$ cat src/rtl/core/soa_pkg.sv
// ----------------------------------------------------------------------------
// soa_pkg
// Shared types and constants of the slab object allocator.
// ----------------------------------------------------------------------------
package soa_pkg;

  localparam int NUM_PAGES  = 16;
  localparam int PAGE_BYTES = 4096;
  localparam int MAX_SLOTS  = 512;

  localparam int PAGE_W  = 4;
  localparam int SLOT_W  = 9;
  localparam int CNT_W   = 10;
  localparam int LINK_W  = 5;
  localparam int OFS_W   = 12;
  localparam int SIZE_W  = 14;
  localparam int FIRST_W = 13;
  localparam int ACC_W   = 15;
  localparam int CFG_W   = 13;
  localparam int CIDX_W  = 2;

  localparam logic [LINK_W-1:0] LINK_NIL = {1'b1, {PAGE_W{1'b0}}};

  localparam logic [1:0] STATUS_OK    = 2'd0;
  localparam logic [1:0] STATUS_NOMEM = 2'd1;
  localparam logic [1:0] STATUS_BAD   = 2'd2;

  localparam logic [CIDX_W-1:0] REG_OBJECT = 2'd0;
  localparam logic [CIDX_W-1:0] REG_ALIGN  = 2'd1;
  localparam logic [CIDX_W-1:0] REG_HEADER = 2'd2;

  localparam logic OP_ALLOC = 1'b0;
  localparam logic OP_FREE  = 1'b1;

  typedef enum logic [1:0] {
    KIND_NONE    = 2'd0,
    KIND_PARTIAL = 2'd1,
    KIND_FULL    = 2'd2,
    KIND_FREE    = 2'd3
  } kind_t;

  typedef enum logic [3:0] {
    ST_IDLE, ST_ASEL, ST_CARVE, ST_POPRD, ST_POP, ST_RM, ST_INS,
    ST_FCHK, ST_FDEC, ST_FEMP, ST_RECL, ST_OFS
  } state_t;

  typedef struct packed {
    logic [CFG_W-1:0] object_bytes;
    logic [CFG_W-1:0] align_bytes;
    logic [8:0]       header_bytes;
  } cfg_t;

  typedef struct packed {
    logic [SIZE_W-1:0]  size;
    logic [FIRST_W-1:0] first;
  } geom_t;

  function automatic logic [1:0] head_idx(kind_t k);
    return 2'(k - 2'd1);
  endfunction

endpackage

$ cat src/rtl/core/soa_geom.sv
// ----------------------------------------------------------------------------
// soa_geom
// Slab geometry: effective alignment, rounded object size, first offset.
// ----------------------------------------------------------------------------
module soa_geom (
  input  soa_pkg::cfg_t  cfg,
  output soa_pkg::geom_t geom
);
  import soa_pkg::*;

  logic [CFG_W-1:0]  eff_a;
  logic [SIZE_W-1:0] amask;

  always_comb begin
    eff_a = CFG_W'(8);
    if (cfg.align_bytes != '0) begin
      for (int i = 0; i < CFG_W; i++) begin
        if (cfg.align_bytes[i]) begin
          eff_a = CFG_W'(1) << i;
        end
      end
    end
    amask      = SIZE_W'(eff_a) - SIZE_W'(1);
    geom.size  = (SIZE_W'(cfg.object_bytes) + amask) & ~amask;
    geom.first = FIRST_W'((SIZE_W'(cfg.header_bytes) + amask) & ~amask);
  end

endmodule

$ cat config.mk
export PLATFORM = sky130hd
export DESIGN_NAME = soa_geom
export DESIGN_NICKNAME = d
export VERILOG_FILES = /design/src/rtl/core/soa_pkg.sv /design/src/rtl/core/soa_geom.sv
export SDC_FILE = /design/constraint.sdc
export NUM_CORES = 1
export LEC_CHECK = 0
export ABC_CLOCK_PERIOD_IN_PS = 3700
export BUFFER_PORTS_ARGS = -buffer_cell sky130_fd_sc_hd__buf_2
export CAP_MARGIN = 40
export CORE_AREA = 2 2 65 55
export DETAILED_ROUTE_END_ITERATION = 10
export DIE_AREA = 0 0 67 57
export GPL_ROUTABILITY_DRIVEN = 0
export PLACE_DENSITY = 0.8
export SYNTH_ARGS = -nofsm -noshare
export SYNTH_HDL_FRONTEND = slang
export SYNTH_SLANG_ARGS = --single-unit
$ cat constraint.sdc
create_clock -name vclk -period 3.7
set_input_delay 0.185 -clock vclk [all_inputs]
set_output_delay 0.185 -clock vclk [all_outputs]
set_load 0.02 [all_outputs]
### After elaboration in Yosys (flattened, before gate mapping)

Cells that the tools add are included.
Widths: inputs -> output; s select.

* add/sub/neg operators: 3
* $mul: 0
* divide/modulo/power cells: 0
* order comparisons: 0
* equality and inequality tests: 0
* shifts and indexed selects: 0
* mux-type cells: 14
* bitwise gates (word level): 3
* reductions and logical operators: 1

Operators with widths (number)
* $mux 13: 13
* $add 13x14->14: 1
* $and 14x14->14: 1
* $not 14->14: 1
* $sub 13x1->14 const B: 1
* $add 9x13->13: 1
* $and 13x13->13: 1
* $reduce_bool 13->1: 1
* $mux 4: 1

* flip-flop bits (word level): 0
* bits in latches: 0
* bits in writable memories: 0
* ROM bits: 0
* input bits: 35
* output and inout port bits: 27
* word-level logic and storage cells: 21
* memories: 0

### Depth between registers and ports, before layout

* word-level depth: 17
* depth in mapped cells: 16
* mapped depth without buffers: 14

### Worst setup path before layout

OpenSTA, ideal clock, no wires.

* path kind: input -> output
* from: input port cfg[21] in the netlist's numbering
* to: output port geom[8] in the netlist's numbering
* arrival time: 3525 ps
* required time: 3515 ps
* path slack: -10 ps
* stages on the path: 15
* path buffers: 2
* cells stage by stage: buf_6 > nor4_4 > nand3b_1 > nor2_1 > nand3b_1 > ha_1 > clkbuf_1 > xnor2_1 > ha_1 > nor2b_1 > o21ai_0 > a21boi_0 > o221a_2 > o21a_1 > nor3_1

RTL lines
* start: declaration: line soa_geom.sv:6 `input soa_pkg::cfg_t cfg,`
* end: declaration: line soa_geom.sv:7 `output soa_pkg::geom_t geom`

==> flow_metrics.env <==
export IMPL_relSlewSlack_pct=68.1
export IMPL_antenna_left=0
export IMPL_finalCritPeriodShare_pct=93.9
export IMPL_setup_tns_final_ps=0
export IMPL_cts_setup_buffers=0
export IMPL_n_fill_cell=336
export IMPL_drtIter0Drc=64
export IMPL_ys_seq_area_share_pct=0
export IMPL_min_from="cfg[0]"
export IMPL_die_h_microns=57
export IMPL_gr_total_overflow=0
export IMPL_pin_count=62
export IMPL_rows=19
export IMPL_crit_fanout=10
export IMPL_final_util_pct=55.9
export IMPL_syn_area_sq_um=1350
export IMPL_startpoint_type="primary input"
export IMPL_nFlopsAndLatches=0
export IMPL_finalNetCount=326
export IMPL_ir_drop_mv=0.0610
export IMPL_worst_pin_slew_ps=475
export IMPL_via_per_inst=5.31
export IMPL_rsz0062_at_grt="no"
export IMPL_power_leakage_nw=0.910
export IMPL_grt_pass1_vias=1407
export IMPL_status="finished, final reports clean"
export IMPL_min_path_type="primary input to output port"
export IMPL_crit_arrival_ps=3290
export IMPL_end_kind="output port"
export IMPL_syn_avg_cell_area_sq_um=6.97
export IMPL_grt_usage_pct=19.2
export IMPL_clock_fmax_ghz=0.288
export IMPL_wirelength_microns=3850
export IMPL_fp_dieW_microns=67
export IMPL_drive_above_1_share_pct=32.8
export IMPL_hold_depth=4
export IMPL_wl_per_cell_microns=12.5
export IMPL_coreArea_sq_um=3230
export IMPL_finalPower_mw=0.182
export IMPL_synth_fp_nets=253
export IMPL_powerDensity_nw_per_um2=101
export IMPL_whs_endpoint="geom[0]"
export IMPL_port_buffers=62
export IMPL_setup_viol=0
export IMPL_synth_cell_types=43
export IMPL_die_area_sq_um=3820
export IMPL_grt_max_degree=11
export IMPL_cp_data_required_time_ps=3510
export IMPL_start_util_pct=41.8
export IMPL_area_delta_synth_final_pct=33.7
export IMPL_drc=0
export IMPL_crit_path_start="cfg[16]"
export IMPL_antenna_cells=0
export IMPL_maxCapViolations=0
export IMPL_ys_warn_count=0
export IMPL_grt_pass1_wl_microns=5980
export IMPL_slew_viol_final=0
export IMPL_antenna_found_initial=0
export IMPL_drt_pass1_iterations=4
export IMPL_finalHoldViolations=0
export IMPL_syn_inst=194
export IMPL_register_area_sq_um=0
export IMPL_hold_ws_ps=708
export IMPL_final_clkbuf_count=0
export IMPL_vias=1629
export IMPL_period_needed_ps=3470
export IMPL_hpwl_microns=3360
export IMPL_crit_type="primary input to output port"
area by class of cell:
cell class,count,area [sq um],area share (%)
inverter,10,37.5,2.08
multi-input combinational,181,1320,72.9
timing repair buffer,74,400,22.2
tap,42,52.6,2.91
stage by stage:
step	instance area, sq um	std cells	worst slack [ps]
floorplan	1360	194	92.7
global placement	1790	307	181
detailed placement	1790	307	84.3
CTS	1790	307	61.7
global route	1810	307	2.68
finish	1810	307	227
per-layer routing:
metal  vias to the layer above  track usage (%)  part of all wire (%)
met2                        47             32.1                    46
met3                         0            0.197                   5.9
li1                        846                -                     -
met5                         -                0                     0
met4                         0                0                     0
met1                       736             29.4                    48
power by group:
| group | internal [mW] | switching (mW) |
|---|---|---|
| combinational | 0.0824 | 0.100 |
| sequential | 0 | 0 |
| clock | 0 | 0 |
kinds of logic after synthesis:
family | share of synthesized area [%]
multiplexers | 2.41
AO/OA/AOI/OAI | 26.2
buffers and inverters | 4.17
XOR/XNOR | 7.78
adder cells (fa/ha/maj) | 23.3
AND/OR/NAND/NOR | 36.1
cells in the mapped netlist, types with 2 or more instances:
| master | instances | area [sq um] |
|---|---|---|
| nand3b_1 | 3 | 22.5 |
| fa_1 | 2 | 40.0 |
| xnor2_1 | 6 | 52.6 |
| nor4_4 | 2 | 42.5 |
| nand4_1 | 2 | 12.5 |
| o211ai_1 | 2 | 15.0 |
| ha_1 | 22 | 275 |
| inv_1 | 10 | 37.5 |
| o21ai_0 | 13 | 65.1 |
| and3_1 | 2 | 12.5 |
| nor3_1 | 12 | 60.1 |
| xor2_1 | 6 | 52.6 |
| a211oi_1 | 2 | 15.0 |
| nand3_1 | 2 | 10.0 |
| nor2_1 | 34 | 128 |
| a21oi_1 | 11 | 55.1 |
| nor2b_1 | 9 | 56.3 |
| o21a_1 | 8 | 60.1 |
| nand2_1 | 16 | 60.1 |
| clkbuf_1 | 2 | 7.51 |
| or3_1 | 2 | 12.5 |
| a21o_1 | 3 | 22.5 |
| nand2b_1 | 3 | 18.8 |
worst max-delay path: stages:
cell      delay [ps]
buf_2            120
nor4_4           290
nand3b_1         150
nor2_1           140
nand3b_1         100
ha_2             240
buf_4            180
a21oi_1          120
a31oi_1           70
ha_1             350
o21ai_0          140
a21oi_1          130
and3_1           210
a221oi_2         310
a21oi_1          120
mux2_2           270
buf_2            160
worst max path at each step:
stage / end / slack [ps] / cells after the start
after floorplan: geom[24] / 90 / 14
after global placement: geom[26] / 180 / 15
after detailed placement: geom[25] / 80 / 15
after CTS: geom[25] / 60 / 15
after global routing: geom[25] / 3 / 17
final: geom[25] / 230 / 17
timing repair:
action,CTS,global route
endpoints found under the setup margin,0,9
gates resized for setup,0,5
hold buffers,0,0
layout by cell type, fill, tap and decap left out, drive strengths merged, types with 2 or more instances in the layout:
cell type	netlist	layout
nor3	13	13
a21oi	11	11
buf	1	74
xnor2	6	6
a221oi	2	2
xor2	6	6
and3	2	2
fa	2	2
nand2b	3	3
a211oi	2	2
o21a	8	8
nor2b	9	9
nor2	34	34
or3	2	2
a21o	3	3
mux2	2	2
nand2	16	16
ha	22	22
nand3	2	2
o21ai	13	13
o211ai	2	2
inv	10	10
nand3b	3	3
nand4	3	3
nor4	2	2
(Power assumes the default switching activity.)
